<file path="src/rtl/core/frt_pkg.sv">
// ----------------------------------------------------------------------------
// frt_pkg: shared types and constants of the first-match route table
// Entry layout, lookup token that walks the cell chain, operation and status
// codes.
// ----------------------------------------------------------------------------
package frt_pkg;

   localparam int TABLE_DEPTH = 16;
   localparam int IDX_W       = $clog2(TABLE_DEPTH);
   localparam int CNT_W       = $clog2(TABLE_DEPTH + 1);
   localparam int ADDR_W      = 32;
   localparam int FLAGS_W     = 8;
   localparam int METRIC_W    = 32;
   localparam int PORT_W      = 3;
   localparam int FUNC_W      = 2;
   localparam int STATUS_W    = 3;

   typedef enum logic [FUNC_W-1:0] {
      FUNC_ADD    = 2'd0,
      FUNC_LOOKUP = 2'd1,
      FUNC_CLEAR  = 2'd2,
      FUNC_NONE   = 2'd3
   } func_type;

   typedef enum logic [STATUS_W-1:0] {
      ST_ADDED    = 3'd0,
      ST_FULL     = 3'd1,
      ST_MATCHED  = 3'd2,
      ST_FALLBACK = 3'd3,
      ST_EMPTY    = 3'd4,
      ST_CLEARED  = 3'd5
   } status_type;

   typedef struct packed {
      logic [ADDR_W-1:0]   dst;
      logic [ADDR_W-1:0]   mask;
      logic [ADDR_W-1:0]   gateway;
      logic [FLAGS_W-1:0]  flags;
      logic [METRIC_W-1:0] metric;
      logic [PORT_W-1:0]   port;
   } entry_type;

   // write request broadcast to every cell
   typedef struct packed {
      logic             en;
      logic [IDX_W-1:0] idx;
      entry_type        ent;
   } entry_wr_type;

   // lookup in flight: address plus whatever entry has been picked so far
   typedef struct packed {
      logic              vld;
      logic              done;
      status_type        status;
      logic [IDX_W-1:0]  idx;
      logic [ADDR_W-1:0] addr;
      entry_type         ent;
   } lookup_token_type;

endpackage

</file>
<file path="src/rtl/core/frt_cell.sv">
// ----------------------------------------------------------------------------
// frt_cell: one table entry plus one stage of the lookup chain
// Holds its entry, compares it against the passing lookup token and hands the
// token to the next cell through its token register.
// ----------------------------------------------------------------------------
module frt_cell
   import frt_pkg::*;
(
   input  logic             clock,
   input  logic             reset,
   input  logic [IDX_W-1:0] cell_id,
   input  logic [CNT_W-1:0] entry_count,
   input  entry_wr_type     wr,
   input  lookup_token_type tok_in,
   output lookup_token_type tok_ff
);

   entry_type        entry_ff;
   lookup_token_type tok_in_next;
   logic             live;
   logic             last;
   logic             hit;

   assign live = {1'b0, cell_id} < entry_count;
   assign last = {1'b0, cell_id} == (entry_count - CNT_W'(1));
   assign hit  = (entry_ff.mask & tok_in.addr) == entry_ff.dst;

   always_comb begin
      tok_in_next = tok_in;
      if (tok_in.vld && !tok_in.done && live) begin
         if (hit) begin
            tok_in_next.done   = 1'b1;
            tok_in_next.status = ST_MATCHED;
            tok_in_next.idx    = cell_id;
            tok_in_next.ent    = entry_ff;
         end else if (last) begin
            // no match anywhere: last entry is the default route
            tok_in_next.done   = 1'b1;
            tok_in_next.status = ST_FALLBACK;
            tok_in_next.idx    = cell_id;
            tok_in_next.ent    = entry_ff;
         end
      end
   end

   always_ff @(posedge clock) begin
      if (wr.en && wr.idx == cell_id) begin
         entry_ff <= wr.ent;
      end
   end

   always_ff @(posedge clock) begin
      if (reset) begin
         tok_ff.vld <= 1'b0;
      end else begin
         tok_ff.vld <= tok_in_next.vld;
      end
      tok_ff.done   <= tok_in_next.done;
      tok_ff.status <= tok_in_next.status;
      tok_ff.idx    <= tok_in_next.idx;
      tok_ff.addr   <= tok_in_next.addr;
      tok_ff.ent    <= tok_in_next.ent;
   end

endmodule

</file>
<file path="config.mk">
export PLATFORM = sky130hd
export DESIGN_NAME = frt_cell
export DESIGN_NICKNAME = d
export VERILOG_FILES = /design/src/rtl/core/frt_pkg.sv /design/src/rtl/core/frt_cell.sv
export SDC_FILE = /design/constraint.sdc
export NUM_CORES = 1
export LEC_CHECK = 0
export BUFFER_PORTS_ARGS = -buffer_cell sky130_fd_sc_hd__buf_2
export CAP_MARGIN = 20
export CORE_AREA = 2 2 201 203
export CTS_BUF_LIST = sky130_fd_sc_hd__clkbuf_8
export DETAILED_ROUTE_END_ITERATION = 8
export DIE_AREA = 0 0 203 205
export GPL_TIMING_DRIVEN = 0
export SLEW_MARGIN = 5
export SYNTH_ARGS = -nofsm -noshare
export SYNTH_HDL_FRONTEND = slang
export SYNTH_SLANG_ARGS = --single-unit
</file>
<file path="constraint.sdc">
create_clock -name clock -period 15.2 [get_ports clock]
set_input_delay 2.28 -clock clock [delete_from_list [all_inputs] [get_ports clock]]
set_output_delay 2.28 -clock clock [all_outputs]
set_load 0.1 [all_outputs]
</file>
==> impl_results.html, run 1 <==
<table>
<tr><th>Metric</th><th>Value</th></tr>
<tr><th colspan="2">Timing</th></tr>
<tr><td>Final total negative setup slack</td><td>0 ns</td></tr>
<tr><td>Worst slew margin</td><td>0.454</td></tr>
<tr><td>Upper clock frequency limit</td><td>0.228 GHz</td></tr>
<tr><td>Final Skew</td><td>0.0213 ns</td></tr>
<tr><td>Finish-stage setup viols</td><td>0</td></tr>
<tr><td>Final number of max-transition violations</td><td>0</td></tr>
<tr><td>RSZ-0062 raised after global routing</td><td>false</td></tr>
<tr><td>Crit path time final</td><td>4.38 ns</td></tr>
<tr><td>Transition time at the pin with the least slew margin</td><td>around 0.81 ns</td></tr>
<tr><td>Fin. Hold Viols</td><td>0</td></tr>
<tr><td>Tcrit/Tclk final</td><td>0.288</td></tr>
<tr><th colspan="2">Detailed routing</th></tr>
<tr><td>Wire per inst</td><td>18.1 um</td></tr>
<tr><td>Routed length on met2</td><td>approximately 16000 um</td></tr>
<tr><td>Met3 Routed Length</td><td>between 2000 and 3000 um</td></tr>
<tr><td>Number of vias in the routed layout</td><td>7196</td></tr>
<tr><td>Remaining antenna violation count after routing</td><td>0</td></tr>
<tr><td>Total Routed Length</td><td>31700 um</td></tr>
<tr><td>Number of design rule violations left after detail routing</td><td>0</td></tr>
<tr><td>Vias per cell</td><td>4.11</td></tr>
<tr><td>Detailed-router iteration count before antenna repair</td><td>4</td></tr>
<tr><td>Number of DRC violations after detailed-routing iteration 0</td><td>around 180</td></tr>
<tr><td>Top metal layer carrying routed signals</td><td>met4</td></tr>
<tr><td>DRT met1 WL</td><td>roughly 12000 um</td></tr>
<tr><th colspan="2">Critical path</th></tr>
<tr><td>Longest individual stage delay on the worst path</td><td>between 0.6 and 0.7 ns</td></tr>
<tr><td>CP Cell Sequence</td><td>buf_2 -&gt; and3b_1 -&gt; a211oi_1 -&gt; nand4_1 -&gt; nor4_1 -&gt; o21ai_2 -&gt; buf_12 -&gt; buf_12 -&gt; mux2_4</td></tr>
<tr><td>Worst path most repeated cell</td><td>sky130_fd_sc_hd__buf_12</td></tr>
<tr><td>Crit Path Max Fanout</td><td>10</td></tr>
<tr><td>CP endpoint kind</td><td>flop</td></tr>
<tr><td>Worst endpoint required time</td><td>15.67 ns</td></tr>
<tr><td>Worst setup SP type</td><td>input port</td></tr>
<tr><td>Crit path buffers/inverters</td><td>3</td></tr>
<tr><td>Arrival time at the worst endpoint</td><td>4.85 ns</td></tr>
<tr><td>Crit path kind</td><td>input port to flop</td></tr>
<tr><td>Worst path slowest cell</td><td>sky130_fd_sc_hd__a211oi_1</td></tr>
<tr><td>Worst path top cell family by delay</td><td>simple AND/OR/NAND/NOR gates</td></tr>
<tr><th colspan="2">CTS</th></tr>
<tr><td>Number of setup buffers added after CTS</td><td>0</td></tr>
<tr><td>Root buffer cell</td><td>sky130_fd_sc_hd__clkbuf_8</td></tr>
<tr><td>CTS tree</td><td>done</td></tr>
<tr><td>Number of clock sinks seen by CTS</td><td>319</td></tr>
<tr><td>Maximum buffer depth of the clock tree</td><td>3</td></tr>
<tr><td>Total clock buffers created by CTS</td><td>53</td></tr>
<tr><td>Clock insertion delay at the later pin of the skew report</td><td>0.59 ns</td></tr>
<tr><td>Number of levels in the clock H-tree</td><td>2</td></tr>
<tr><td>Gates resized, CTS repair</td><td>0</td></tr>
<tr><td># hold bufs at CTS</td><td>0</td></tr>
<tr><td>Clock input transition at the sequential cells of the worst setup and hold paths</td><td>0.06 ns</td></tr>
<tr><th colspan="2">Run</th></tr>
<tr><td>Number of max-cap violations</td><td>0</td></tr>
<tr><th colspan="2">GRT</th></tr>
<tr><td>Pin count of the biggest net entering global routing</td><td>16</td></tr>
<tr><td>Aggregate global routing overflow</td><td>0</td></tr>
<tr><td>Global-route wire length before repair</td><td>about 45000 um</td></tr>
<tr><td>Number of global-route vias before repair</td><td>7643</td></tr>
<tr><td>Number of antenna violations at the first check in global routing</td><td>0</td></tr>
<tr><td>Tot GR Track Use</td><td>0.146</td></tr>
<tr><th colspan="2">Synthesis</th></tr>
<tr><td>Post-synthesis net count</td><td>between 900 and 1000</td></tr>
<tr><td>Gate count of the mapped netlist</td><td>603</td></tr>
<tr><td>Unique cell type count in the Yosys netlist</td><td>32</td></tr>
<tr><td>Post-Syn Area</td><td>11100 um2</td></tr>
<tr><td>Total of warnings raised by yosys</td><td>0</td></tr>
<tr><td>Avg Inst Size Synth</td><td>18.3 um2</td></tr>
<tr><td>#FFs+latches synth</td><td>319</td></tr>
<tr><td>Sequential fraction of the synthesis area</td><td>0.704</td></tr>
<tr><th colspan="2">Pwr</th></tr>
<tr><td>Worst VDD drop</td><td>between 0.09 and 0.1 mV</td></tr>
<tr><td>Switching power</td><td>~0.0006 W</td></tr>
<tr><td>P_int</td><td>0.00154 W</td></tr>
<tr><td>Leakage power figure</td><td>7.48 nW</td></tr>
<tr><td>Part of the total power dissipated in the clock network</td><td>0.403</td></tr>
<tr><td>Power Dens Cells</td><td>137 nW/um2</td></tr>
<tr><td>Share of total power in sequential cells</td><td>0.442</td></tr>
<tr><td>Switching Share</td><td>0.283</td></tr>
<tr><td>Combinational cell fraction of total power</td><td>0.155</td></tr>
<tr><th colspan="2">Cells and area</th></tr>
<tr><td>Commonest non-fill, non-tap cells in the layout</td><td>sky130_fd_sc_hd__buf_2, sky130_fd_sc_hd__dfxtp_1, sky130_fd_sc_hd__edfxtp_1</td></tr>
<tr><td>Sequential cell area</td><td>7780 um2</td></tr>
<tr><td>Post-Route Utilization</td><td>0.398</td></tr>
<tr><td>Diodes inserted</td><td>0</td></tr>
<tr><td>Number of nets in the finished design</td><td>approximately 1500</td></tr>
<tr><td>Total area of multi-input combinational cells</td><td>about 3000 um2</td></tr>
<tr><td>Fill cell instance count of the final layout</td><td>3781</td></tr>
<tr><td>Area growth from synthesis to layout</td><td>41.9%</td></tr>
<tr><td>Most frequent standard cell in the layout excluding fill and tap cells</td><td>sky130_fd_sc_hd__buf_2</td></tr>
<tr><td>Ratio of cells with drive above 1 in the final layout</td><td>0.635</td></tr>
<tr><th colspan="2">Placement</th></tr>
<tr><td>Routability congestion estimate</td><td>between 0.7 and 0.8</td></tr>
<tr><td>DPL Wire Length</td><td>25200 um</td></tr>
<tr><td>Number of port buffers</td><td>514</td></tr>
<tr><th colspan="2">Hold path</th></tr>
<tr><td>Path type of the worst min-delay path</td><td>flop to flop</td></tr>
<tr><th colspan="2">Floorplan</th></tr>
<tr><td>Die Y-Extent</td><td>205 um</td></tr>
<tr><td>Top-level I/O count</td><td>515</td></tr>
<tr><td>Number of rows created at floorplan</td><td>73</td></tr>
<tr><td>Floorplan die area</td><td>41600 um2</td></tr>
<tr><td>Initial Util</td><td>0.281</td></tr>
<tr><td>Area of the core region</td><td>between 30000 and 40000 um2</td></tr>
<tr><td>Chip width</td><td>203 um</td></tr>
<tr><th colspan="2">Status</th></tr>
<tr><td>Outcome</td><td>completed</td></tr>
</table>
[worst paths after layout]
kind,from,cells past startpoint,slack (ns),end
worst max-delay path,tok_in[143],9,10.82,tok_ff[100]$_DFF_P_
worst max register to register,entry_ff[111]$_DFFE_PP_,8,12.18,tok_ff[100]$_DFF_P_
worst min register to register,entry_ff[51]$_DFFE_PP_,1,0.47,tok_ff[51]$_DFF_P_
worst min-delay path,entry_ff[51]$_DFFE_PP_,1,0.47,tok_ff[51]$_DFF_P_
[layer usage]
layer / vias to the layer above / GRT usage
met5: - / 0
met4: 0 / 0.0519
met3: 46 / 0.0500
met2: 324 / 0.256
met1: 3419 / 0.166
li1: 3407 / -
[area by class of cell]
| class | count | area share |
|---|---|---|
| Tap cell | 525 | 0.0419 |
| Multi-Input combinational cell | 262 | 0.191 |
| Inverter | 6 | 0.00144 |
| Clock inverter | 30 | 0.0202 |
| Clock buffer | 67 | 0.0588 |
| Timing Repair Buffer | 526 | 0.173 |
| Sequential cell | 319 | 0.496 |
| Buffer | 16 | 0.0176 |
[synthesized netlist by cell type]
cell type / n / area [um2]
sky130_fd_sc_hd__dfxtp_1: 180 / 3600
sky130_fd_sc_hd__edfxtp_1: 139 / 4170
sky130_fd_sc_hd__mux2_4: 137 / 2060
sky130_fd_sc_hd__a21oi_1: 19 / 95.1
sky130_fd_sc_hd__and3_1: 16 / 100
sky130_fd_sc_hd__buf_12: 11 / 220
sky130_fd_sc_hd__nand3_1: 10 / 50.1
sky130_fd_sc_hd__a211oi_1: 8 / 60.1
sky130_fd_sc_hd__a21boi_0: 8 / 60.1
sky130_fd_sc_hd__a21o_1: 8 / 60.1
sky130_fd_sc_hd__and3b_1: 8 / 70.1
sky130_fd_sc_hd__o22a_1: 8 / 70.1
sky130_fd_sc_hd__inv_1: 6 / 22.5
sky130_fd_sc_hd__mux2_2: 6 / 67.6
sky130_fd_sc_hd__buf_6: 5 / 56.3
sky130_fd_sc_hd__ha_1: 5 / 62.6
sky130_fd_sc_hd__nand4_1: 4 / 25.0
sky130_fd_sc_hd__xnor2_1: 4 / 35.0
sky130_fd_sc_hd__xor2_1: 4 / 35.0
sky130_fd_sc_hd__nand2b_1: 3 / 18.8
sky130_fd_sc_hd__nor2b_1: 2 / 12.5
sky130_fd_sc_hd__nor4_1: 2 / 12.5
sky130_fd_sc_hd__a2111oi_2: 1 / 15.0
sky130_fd_sc_hd__and2_1: 1 / 6.26
sky130_fd_sc_hd__and2b_2: 1 / 8.76
sky130_fd_sc_hd__nand2_1: 1 / 3.75
sky130_fd_sc_hd__nor2_1: 1 / 3.75
sky130_fd_sc_hd__nor4b_1: 1 / 8.76
sky130_fd_sc_hd__o21ai_0: 1 / 5.00
sky130_fd_sc_hd__o21ai_2: 1 / 8.76
sky130_fd_sc_hd__or3_1: 1 / 6.26
sky130_fd_sc_hd__xnor2_2: 1 / 16.3
[power groups by stage]
stage / Sequential (W) / Clock [W] / Combinational [W]
floorplan: 0.00116 / 0 / 0.0000474
CTS: 0.000948 / 0.000893 / 0.000335
finish: 0.000948 / 0.000865 / 0.000332
global placement: 0.000969 / 0 / 0.000329
detailed placement: 0.000967 / 0 / 0.000334
global route: 0.000951 / 0.000930 / 0.000345
[sequential cells by signal, summed over array words and instances (netlist names)]
signal,flops
entry_ff,139
tok_ff,180
[metrics by stage]
| step | hold slack (ns) | setup WS, ns | std cells | power (W) | cell area (um2) |
|---|---|---|---|---|---|
| after floorplan | 0.449 | 4.50 | 603 | 0.00121 | 11100 |
| after global placement | 0.453 | 0.182 | 1642 | 0.00130 | 14300 |
| after detailed placement | 0.458 | 10.20 | 1654 | 0.00130 | 14400 |
| after CTS | 0.468 | 10.85 | 1751 | 0.00218 | 15700 |
| after global routing | 0.484 | 10.66 | 1751 | 0.00223 | 15700 |
| final | 0.468 | 10.82 | 1751 | 0.00215 | 15700 |
[cell families after synthesis]
family                   count (synthesis)  synth area share
XOR/XNOR                                 9           0.00781
adder cells (fa/ha/maj)                  5           0.00566
buffers and inverters                   22            0.0271
flip-flops                             319             0.704
AO/OA/AOI/OAI                           54            0.0339
multiplexers                           143             0.192
AND/OR/NAND/NOR                         51            0.0296
No activity file was read; power rests on OpenSTA's default activity.
==> run 2: changes to the inputs <==
==> constraint.sdc (replaced) <==
create_clock -name clock -period 3.85 [get_ports clock]
set_input_delay 0.5775 -clock clock [delete_from_list [all_inputs] [get_ports clock]]
set_output_delay 0.5775 -clock clock [all_outputs]
set_load 0.1 [all_outputs]
==> run 2 against run 1 <==
Effect of this change:
- count of clock-buffer cells in the layout stayed put
- first-iteration DRC count increased by 4.6%
- non-clock buffer count fell by 1
- critical endpoint is now tok_ff[72]$_DFF_P_
- global-route usage grew 0.26 points
- setup slack lost 10 ns
- routed wire length up 2.1%
- clock power rose to 3.7 times the previous value
- die area unchanged
- total power increased to 3.8 times the previous value
- largest power group unchanged
- critical path depth down 1
- combinational power rose to 3.9 times the previous value
==> impl_results.html, run 2 (synthesis gave the netlist of run 1 again) <==
<table>
<tr><th>Metric</th><th>Value</th></tr>
<tr><th colspan="2">Status</th></tr>
<tr><td>Outcome</td><td>completed</td></tr>
<tr><th colspan="2">Floorplan</th></tr>
<tr><td>Chip width</td><td>203 um</td></tr>
<tr><td>Number of rows created at floorplan</td><td>73</td></tr>
<tr><td>Top-level I/O count</td><td>515</td></tr>
<tr><td>Area of the core region</td><td>39400 um2</td></tr>
<tr><td>Die Y-Extent</td><td>205 um</td></tr>
<tr><td>Floorplan die area</td><td>41600 um2</td></tr>
<tr><td>Initial Util</td><td>0.281</td></tr>
<tr><th colspan="2">Critical path</th></tr>
<tr><td>Crit Path Max Fanout</td><td>10</td></tr>
<tr><td>CP endpoint kind</td><td>flop</td></tr>
<tr><td>Worst setup SP type</td><td>flop</td></tr>
<tr><td>Arrival time at the worst endpoint</td><td>3.72 ns</td></tr>
<tr><td>Crit path kind</td><td>flop to flop</td></tr>
<tr><td>Start point of the critical path</td><td>entry_ff[79]$_DFFE_PP_</td></tr>
<tr><td>Slack of the worst reg-to-reg path</td><td>0.61 ns</td></tr>
<tr><td>CP Cell Sequence</td><td>and3b_1 -&gt; a211oi_1 -&gt; nand4_1 -&gt; nor4_1 -&gt; o21ai_2 -&gt; buf_12 -&gt; buf_12 -&gt; mux2_4</td></tr>
<tr><td>Capture instance of the worst register-to-register path</td><td>tok_ff[72]$_DFF_P_</td></tr>
<tr><td>Number of cells on the worst reg-to-reg path</td><td>8</td></tr>
<tr><td>Worst path most repeated cell</td><td>sky130_fd_sc_hd__buf_12</td></tr>
<tr><td>Worst Setup EP</td><td>tok_ff[72]$_DFF_P_</td></tr>
<tr><td>Worst endpoint required time</td><td>approximately 4.3 ns</td></tr>
<tr><td>Worst path slowest cell</td><td>sky130_fd_sc_hd__a211oi_1</td></tr>
<tr><td>Start of the worst register-to-register path</td><td>entry_ff[79]$_DFFE_PP_</td></tr>
<tr><td>Longest individual stage delay on the worst path</td><td>0.70 ns</td></tr>
<tr><th colspan="2">CTS</th></tr>
<tr><td>CTS tree</td><td>done</td></tr>
<tr><td># hold bufs at CTS</td><td>0</td></tr>
<tr><td>Root buffer cell</td><td>sky130_fd_sc_hd__clkbuf_8</td></tr>
<tr><td>Clock insertion delay at the later pin of the skew report</td><td>~0.61 ns</td></tr>
<tr><td>Gates resized, CTS repair</td><td>0</td></tr>
<tr><td>Number of clock sinks seen by CTS</td><td>319</td></tr>
<tr><td>Clock input transition at the sequential cells of the worst setup and hold paths</td><td>0.06 ns</td></tr>
<tr><td>Number of setup buffers added after CTS</td><td>0</td></tr>
<tr><td>Total clock buffers created by CTS</td><td>54</td></tr>
<tr><td>Maximum buffer depth of the clock tree</td><td>3</td></tr>
<tr><td>Number of levels in the clock H-tree</td><td>2</td></tr>
<tr><th colspan="2">Detailed routing</th></tr>
<tr><td>Wire per inst</td><td>18.4 um</td></tr>
<tr><td>Number of vias in the routed layout</td><td>approximately 7200</td></tr>
<tr><td>Total Routed Length</td><td>32400 um</td></tr>
<tr><td>Number of DRC violations after detailed-routing iteration 0</td><td>~180</td></tr>
<tr><td>Detailed-router iteration count before antenna repair</td><td>4</td></tr>
<tr><td>Number of design rule violations left after detail routing</td><td>0</td></tr>
<tr><td>Vias per cell</td><td>just over 4</td></tr>
<tr><td>Remaining antenna violation count after routing</td><td>0</td></tr>
<tr><th colspan="2">Hold path</th></tr>
<tr><td>Path type of the worst min-delay path</td><td>input port to flop</td></tr>
<tr><th colspan="2">Cells and area</th></tr>
<tr><td>Most frequent standard cell in the layout excluding fill and tap cells</td><td>sky130_fd_sc_hd__buf_2</td></tr>
<tr><td>Total area of multi-input combinational cells</td><td>3020 um2</td></tr>
<tr><td>Post-Route Utilization</td><td>0.397</td></tr>
<tr><td>Ratio of cells with drive above 1 in the final layout</td><td>0.625</td></tr>
<tr><td>Register name with the most flops</td><td>tok_ff</td></tr>
<tr><td>Number of nets in the finished design</td><td>roughly 1500</td></tr>
<tr><td>Area growth from synthesis to layout</td><td>41.4%</td></tr>
<tr><td>Commonest non-fill, non-tap cells in the layout</td><td>sky130_fd_sc_hd__buf_2, sky130_fd_sc_hd__dfxtp_1, sky130_fd_sc_hd__edfxtp_1</td></tr>
<tr><td>Largest register FFs</td><td>180</td></tr>
<tr><td>Top Registers</td><td>tok_ff (180), entry_ff (139)</td></tr>
<tr><td>Sequential cell area</td><td>a little under 8000 um2</td></tr>
<tr><td>Fill cell instance count of the final layout</td><td>3748</td></tr>
<tr><td>Final instance area</td><td>15600 um2</td></tr>
<tr><th colspan="2">Placement</th></tr>
<tr><td>Post-Place Worst Slack</td><td>between 0.3 and 0.4 ns</td></tr>
<tr><td>Routability congestion estimate</td><td>about 0.81</td></tr>
<tr><td>Instance area after placement</td><td>~14000 um2</td></tr>
<tr><td>Number of port buffers</td><td>~510</td></tr>
<tr><td>DPL Wire Length</td><td>around 26000 um</td></tr>
<tr><th colspan="2">Timing</th></tr>
<tr><td>RSZ-0062 raised after global routing</td><td>false</td></tr>
<tr><td>Final total negative setup slack</td><td>0 ns</td></tr>
<tr><td>Upper clock frequency limit</td><td>0.309 GHz</td></tr>
<tr><td>Worst slew margin</td><td>0.400</td></tr>
<tr><td>Fin. Hold Viols</td><td>0</td></tr>
<tr><td>Final-layout worst hold slack</td><td>0.0901 ns</td></tr>
<tr><td>Transition time at the pin with the least slew margin</td><td>0.894 ns</td></tr>
<tr><td>Crit path time final</td><td>3.24 ns</td></tr>
<tr><td>Final Skew</td><td>0.0198 ns</td></tr>
<tr><td>Finish-stage setup viols</td><td>0</td></tr>
<tr><td>Final number of max-transition violations</td><td>0</td></tr>
<tr><td>Final worst setup slack</td><td>around 0.6 ns</td></tr>
<tr><td>Tcrit/Tclk final</td><td>0.841</td></tr>
<tr><th colspan="2">Pwr</th></tr>
<tr><td>Worst VDD drop</td><td>0.309 mV</td></tr>
<tr><td>Power Dens Cells</td><td>528 nW/um2</td></tr>
<tr><td>Leakage power figure</td><td>between 7 and 8 nW</td></tr>
<tr><th colspan="2">GRT</th></tr>
<tr><td>Tot GR Track Use</td><td>0.149</td></tr>
<tr><td>Number of global-route vias before repair</td><td>7617</td></tr>
<tr><td>Aggregate global routing overflow</td><td>0</td></tr>
<tr><td>Pin count of the biggest net entering global routing</td><td>15</td></tr>
<tr><td>Global-route wire length before repair</td><td>45400 um</td></tr>
<tr><td>Number of antenna violations at the first check in global routing</td><td>12</td></tr>
<tr><th colspan="2">Run</th></tr>
<tr><td>Number of max-cap violations</td><td>0</td></tr>
</table>
-- run 2: where the power goes --
group	total [W]	internal, W	switching [W]
registers	0.00374	0.00369	0.0000504
logic	0.00131	0.000337	0.000973
clock network	0.00320	0.00184	0.00136
total	0.00825	0.00587	0.00238
-- run 2: worst min-delay path by stage --
| stage | start | to | slack [ns] | depth (start not counted) |
|---|---|---|---|---|
| floorplan | entry_ff[0]$_DFFE_PP_ | tok_ff[0]$_DFF_P_ | 0.45 | 1 |
| global placement | entry_ff[42]$_DFFE_PP_ | tok_ff[42]$_DFF_P_ | 0.45 | 1 |
| detailed placement | entry_ff[5]$_DFFE_PP_ | tok_ff[5]$_DFF_P_ | 0.46 | 1 |
| CTS | tok_in[159] | tok_ff[159]$_DFF_P_ | 0.02 | 1 |
| global route | tok_in[168] | tok_ff[168]$_DFF_P_ | 0.04 | 1 |
| finish | tok_in[159] | tok_ff[159]$_DFF_P_ | 0.09 | 1 |
-- run 2: layout make-up --
cell class / instances / area share
flip-flops and latches: 319 / 0.498
multi-input cells: 262 / 0.193
repair buffers: 525 / 0.173
clock buffers: 67 / 0.0590
well taps: 525 / 0.0420
plain buffers: 16 / 0.0177
clock inverters: 35 / 0.0163
inverters: 6 / 0.00144
diodes: 2 / 0.000320
-- run 2: stage by stage --
step / instances / total power [W]
after CTS: 1755 / 0.00839
after floorplan: 603 / 0.00478
after detailed placement: 1653 / 0.00514
final: 1757 / 0.00825
after global placement: 1642 / 0.00512
after global routing: 1755 / 0.00857
-- run 2: worst max-delay path: cells and delay by family, from the launching register on --
family	cells	cell delay, ns
flops	1	0.45
mux	1	0.31
simple gates	3	1.04
buf+inv	2	0.39
compound gates	2	0.88
-- run 2: per-layer routing --
layer,vias to the layer above,track usage,share of wire
li1,3419,-,-
met1,3362,0.154,0.36
met2,373,0.269,0.51
met3,71,0.0620,0.10
met4,12,0.0537,0.024
met5,-,0,0.0027
==> run 3: changes to the inputs <==
--- a/config.mk
+++ b/config.mk
@@ -5,12 +5,13 @@
 export SDC_FILE = /design/constraint.sdc
 export NUM_CORES = 1
 export LEC_CHECK = 0
+export ABC_AREA = 1
 export BUFFER_PORTS_ARGS = -buffer_cell sky130_fd_sc_hd__buf_2
 export CAP_MARGIN = 20
-export CORE_AREA = 2 2 201 203
+export CORE_AREA = 2 2 199 201
 export CTS_BUF_LIST = sky130_fd_sc_hd__clkbuf_8
 export DETAILED_ROUTE_END_ITERATION = 8
-export DIE_AREA = 0 0 203 205
+export DIE_AREA = 0 0 201 203
 export GPL_TIMING_DRIVEN = 0
 export SLEW_MARGIN = 5
 export SYNTH_ARGS = -nofsm -noshare
==> constraint.sdc (replaced) <==
create_clock -name clock -period 2.75 [get_ports clock]
set_input_delay 0.4125 -clock clock [delete_from_list [all_inputs] [get_ports clock]]
set_output_delay 0.4125 -clock clock [all_outputs]
set_load 0.1 [all_outputs]
==> run 3 against run 2 <==
Effect of this change:
- cell area is 14% higher
- via count is 46% higher
- first-iteration DRC count grew to 2.7 times the previous value
- critical path depth is 7 higher
- global-route usage is 5.0 points higher
- utilization is 6.7 points higher
- count of clock-buffer cells in the layout is 8 lower
- flip-flop and latch count stayed put
- routed wire length is 28% higher
- total power is 38% higher
- largest cell class unchanged
==> impl_results.html, run 3 <==
<table>
<tr><th>Metric</th><th>Value</th></tr>
<tr><th colspan="2">Cells and area</th></tr>
<tr><td>Fill cell instance count of the final layout</td><td>3495</td></tr>
<tr><td>Final cell count without fillers</td><td>roughly 2400</td></tr>
<tr><td>Post-Route Utilization</td><td>0.464</td></tr>
<tr><td>Sequential cell area</td><td>7780 um2</td></tr>
<tr><td>Total area of multi-input combinational cells</td><td>2700 um2</td></tr>
<tr><td>Commonest non-fill, non-tap cells in the layout</td><td>sky130_fd_sc_hd__buf_2, sky130_fd_sc_hd__nand2_1, sky130_fd_sc_hd__dlygate4sd3_1</td></tr>
<tr><td>Largest register FFs</td><td>180</td></tr>
<tr><td>Number of nets in the finished design</td><td>2199</td></tr>
<tr><td>Area growth from synthesis to layout</td><td>64.5%</td></tr>
<tr><td>Register name with the most flops</td><td>tok_ff</td></tr>
<tr><td>Most frequent standard cell in the layout excluding fill and tap cells</td><td>sky130_fd_sc_hd__buf_2</td></tr>
<tr><td>Ratio of cells with drive above 1 in the final layout</td><td>0.332</td></tr>
<tr><td>Top Registers</td><td>tok_ff (180), entry_ff (139)</td></tr>
<tr><th colspan="2">Detailed routing</th></tr>
<tr><td>Vias per cell</td><td>roughly 4.4</td></tr>
<tr><td>Number of vias in the routed layout</td><td>around 11000</td></tr>
<tr><td>Number of DRC violations after detailed-routing iteration 0</td><td>486</td></tr>
<tr><td>Remaining antenna violation count after routing</td><td>0</td></tr>
<tr><td>Total Routed Length</td><td>41500 um</td></tr>
<tr><td>Number of design rule violations left after detail routing</td><td>0</td></tr>
<tr><td>Detailed-router iteration count before antenna repair</td><td>8</td></tr>
<tr><td>Wire per inst</td><td>between 15 and 20 um</td></tr>
<tr><th colspan="2">Synthesis</th></tr>
<tr><td>Sequential fraction of the synthesis area</td><td>0.717</td></tr>
<tr><td>Share of Yosys cell area claimed by the top area cell type</td><td>0.385</td></tr>
<tr><td>Top cells by instance count after synthesis</td><td>sky130_fd_sc_hd__nand2_1, sky130_fd_sc_hd__dfxtp_1, sky130_fd_sc_hd__nand3_1</td></tr>
<tr><td>Total of warnings raised by yosys</td><td>0</td></tr>
<tr><td>Async set-or-reset flop fraction in the synthesized netlist</td><td>0</td></tr>
<tr><td>#FFs+latches synth</td><td>~320</td></tr>
<tr><td>Post-synthesis net count</td><td>1362</td></tr>
<tr><td>Gate count of the mapped netlist</td><td>1022</td></tr>
<tr><td>Unique cell type count in the Yosys netlist</td><td>27</td></tr>
<tr><td>Most common cell in the synthesized netlist</td><td>sky130_fd_sc_hd__nand2_1</td></tr>
<tr><td>Avg Inst Size Synth</td><td>approximately 11 um2</td></tr>
<tr><td>Post-Syn Area</td><td>10900 um2</td></tr>
<tr><td>Number of enable-type register cells in the synthesized netlist</td><td>139</td></tr>
<tr><td>Cell types occupying the most area after synthesis</td><td>sky130_fd_sc_hd__edfxtp_1, sky130_fd_sc_hd__dfxtp_1, sky130_fd_sc_hd__nand2_1, sky130_fd_sc_hd__nand3_1, sky130_fd_sc_hd__inv_1</td></tr>
<tr><td>Top_reg_cell synth</td><td>sky130_fd_sc_hd__dfxtp_1</td></tr>
<tr><td>Library cell with the largest summed area after synthesis</td><td>sky130_fd_sc_hd__edfxtp_1</td></tr>
<tr><th colspan="2">Critical path</th></tr>
<tr><td>Worst path slowest cell</td><td>sky130_fd_sc_hd__dlygate4sd3_1</td></tr>
<tr><td>Longest individual stage delay on the worst path</td><td>between 0.5 and 0.6 ns</td></tr>
<tr><td>Crit path kind</td><td>input port to flop</td></tr>
<tr><td>Crit Path Max Fanout</td><td>10</td></tr>
<tr><td>Arrival time at the worst endpoint</td><td>between 2 and 3 ns</td></tr>
<tr><td>CP endpoint kind</td><td>flop</td></tr>
<tr><td>Worst path most repeated cell</td><td>sky130_fd_sc_hd__nand2_1</td></tr>
<tr><td>Worst endpoint required time</td><td>around 3.2 ns</td></tr>
<tr><td>CP Cell Sequence</td><td>dlygate4sd3_1 -&gt; buf_2 -&gt; nand2_1 -&gt; nand2_1 -&gt; nand2_1 -&gt; nand2_1 -&gt; nor2_1 -&gt; nand2_1 -&gt; nor2_1 -&gt; nand3_1 -&gt; buf_4 -&gt; buf_2 -&gt; buf_2 -&gt; nand3_1 -&gt; nand2_1</td></tr>
<tr><td>Crit path buffers/inverters</td><td>5</td></tr>
<tr><td>Worst setup SP type</td><td>input port</td></tr>
<tr><td>Worst path top cell family by delay</td><td>buffers and inverters</td></tr>
<tr><th colspan="2">Run</th></tr>
<tr><td>Number of max-cap violations</td><td>0</td></tr>
<tr><th colspan="2">CTS</th></tr>
<tr><td>Clock input transition at the sequential cells of the worst setup and hold paths</td><td>0.06 ns</td></tr>
<tr><td>Root buffer cell</td><td>sky130_fd_sc_hd__clkbuf_8</td></tr>
<tr><td>Gates resized, CTS repair</td><td>0</td></tr>
<tr><td>CTS tree</td><td>done</td></tr>
<tr><td>Number of setup buffers added after CTS</td><td>0</td></tr>
<tr><td>Number of clock sinks seen by CTS</td><td>319</td></tr>
<tr><td>Clock insertion delay at the later pin of the skew report</td><td>approximately 0.60 ns</td></tr>
<tr><td>Total clock buffers created by CTS</td><td>51</td></tr>
<tr><td># hold bufs at CTS</td><td>260</td></tr>
<tr><td>Maximum buffer depth of the clock tree</td><td>3</td></tr>
<tr><td>Number of levels in the clock H-tree</td><td>2</td></tr>
<tr><th colspan="2">Floorplan</th></tr>
<tr><td>Number of rows created at floorplan</td><td>72</td></tr>
<tr><td>Chip width</td><td>201 um</td></tr>
<tr><td>Initial Util</td><td>0.282</td></tr>
<tr><td>Floorplan die area</td><td>between 40000 and 50000 um2</td></tr>
<tr><td>Die Y-Extent</td><td>203 um</td></tr>
<tr><td>Top-level I/O count</td><td>515</td></tr>
<tr><td>Area of the core region</td><td>38500 um2</td></tr>
<tr><th colspan="2">Timing</th></tr>
<tr><td>Final worst setup slack</td><td>around 0.3 ns</td></tr>
<tr><td>Crit path time final</td><td>approximately 2.4 ns</td></tr>
<tr><td>Final Skew</td><td>between 0.02 and 0.03 ns</td></tr>
<tr><td>RSZ-0062 raised after global routing</td><td>false</td></tr>
<tr><td>Transition time at the pin with the least slew margin</td><td>0.789 ns</td></tr>
<tr><td>Final total negative setup slack</td><td>0 ns</td></tr>
<tr><td>Final number of max-transition violations</td><td>0</td></tr>
<tr><td>Upper clock frequency limit</td><td>roughly 0.41 GHz</td></tr>
<tr><td>Fin. Hold Viols</td><td>0</td></tr>
<tr><td>Worst slew margin</td><td>0.474</td></tr>
<tr><td>Finish-stage setup viols</td><td>0</td></tr>
<tr><td>Tcrit/Tclk final</td><td>0.891</td></tr>
<tr><th colspan="2">Placement</th></tr>
<tr><td>DPL Wire Length</td><td>around 29000 um</td></tr>
<tr><td>Number of port buffers</td><td>514</td></tr>
<tr><td>Post-Place Worst Slack</td><td>-0.0868 ns</td></tr>
<tr><td>Routability congestion estimate</td><td>between 0.9 and 1</td></tr>
<tr><td># placed instances</td><td>2064</td></tr>
<tr><th colspan="2">Pwr</th></tr>
<tr><td>Worst VDD drop</td><td>approximately 0.43 mV</td></tr>
<tr><td>Power Dens Cells</td><td>638 nW/um2</td></tr>
<tr><td>Leakage power figure</td><td>8.49 nW</td></tr>
<tr><th colspan="2">Status</th></tr>
<tr><td>Outcome</td><td>completed</td></tr>
<tr><th colspan="2">Hold path</th></tr>
<tr><td>Path type of the worst min-delay path</td><td>input port to flop</td></tr>
<tr><th colspan="2">GRT</th></tr>
<tr><td>Global-route wire length before repair</td><td>just over 60000 um</td></tr>
<tr><td>Number of antenna violations at the first check in global routing</td><td>4</td></tr>
<tr><td>Aggregate global routing overflow</td><td>0</td></tr>
<tr><td>Number of global-route vias before repair</td><td>11500</td></tr>
<tr><td>Pin count of the biggest net entering global routing</td><td>19</td></tr>
<tr><td>Tot GR Track Use</td><td>0.199</td></tr>
</table>
[run 3: per-layer routing]
metal | share of wire | up-vias | global-route usage | wire [um]
li1 | - | 5051 | - | -
met1 | 0.37 | 4920 | 0.211 | 15400
met2 | 0.51 | 504 | 0.362 | 21200
met3 | 0.080 | 103 | 0.0557 | 3340
met4 | 0.037 | 4 | 0.0960 | 1550
met5 | 0.00051 | - | 0 | 21
[run 3: layout make-up]
| type | count | share of cell area |
|---|---|---|
| Multi-Input combinational cell | 617 | 0.151 |
| Tap cell | 518 | 0.0363 |
| Clock inverter | 34 | 0.00939 |
| Antenna cell | 2 | 0.000280 |
| Inverter | 40 | 0.00911 |
| Sequential cell | 319 | 0.436 |
| Clock buffer | 59 | 0.0455 |
| Buffer | 46 | 0.0140 |
| Timing Repair Buffer | 784 | 0.299 |
[run 3: final timing paths]
check / start / end / slack [ns] / cells past startpoint
setup reg to reg: entry_ff[79]$_DFFE_PP_ / tok_ff[115]$_DFF_P_ / 0.35 / 13
hold / removal: tok_in[40] / tok_ff[40]$_DFF_P_ / 0.06 / 3
hold reg to reg: entry_ff[52]$_DFFE_PP_ / tok_ff[52]$_DFF_P_ / 0.43 / 2
setup / recovery: tok_in[144] / tok_ff[115]$_DFF_P_ / 0.30 / 15
[run 3: report_power, final]
part | total [W] | internal [W] | switching (W)
Clock | 0.00394 | 0.00205 | 0.00189
Combinational | 0.00219 | 0.000636 | 0.00156
Sequential | 0.00527 | 0.00519 | 0.0000831
Total | 0.0114 | 0.00787 | 0.00353
[run 3: cell families (layout without fill, tap and decap cells)]
group / Yosys count / count (layout) / synth area share
XOR/XNOR: 6 / 6 / 0.00484
buffers and inverters: 86 / 963 / 0.0369
adder cells (fa/ha/maj): 5 / 5 / 0.00576
AO/OA/AOI/OAI: 7 / 7 / 0.00392
other: 0 / 2 / 0
AND/OR/NAND/NOR: 599 / 599 / 0.232
flip-flops: 319 / 319 / 0.717
[run 3: through the flow]
| stage | power (W) | hold slack [ns] | cell area [um2] |
|---|---|---|---|
| after floorplan | 0.00672 | 0.412 | 10900 |
| after global placement | 0.00722 | 0.416 | 14100 |
| after detailed placement | 0.00724 | 0.423 | 14300 |
| after CTS | 0.0115 | 0.0000249 | 17900 |
| after global routing | 0.0118 | 0.0168 | 17900 |
| final | 0.0114 | 0.0643 | 17900 |
[run 3: worst min-delay path, delay by kind of cell]
family	cells	cell delay, ns
simple gates	2	0.13
buf+inv	1	0.08
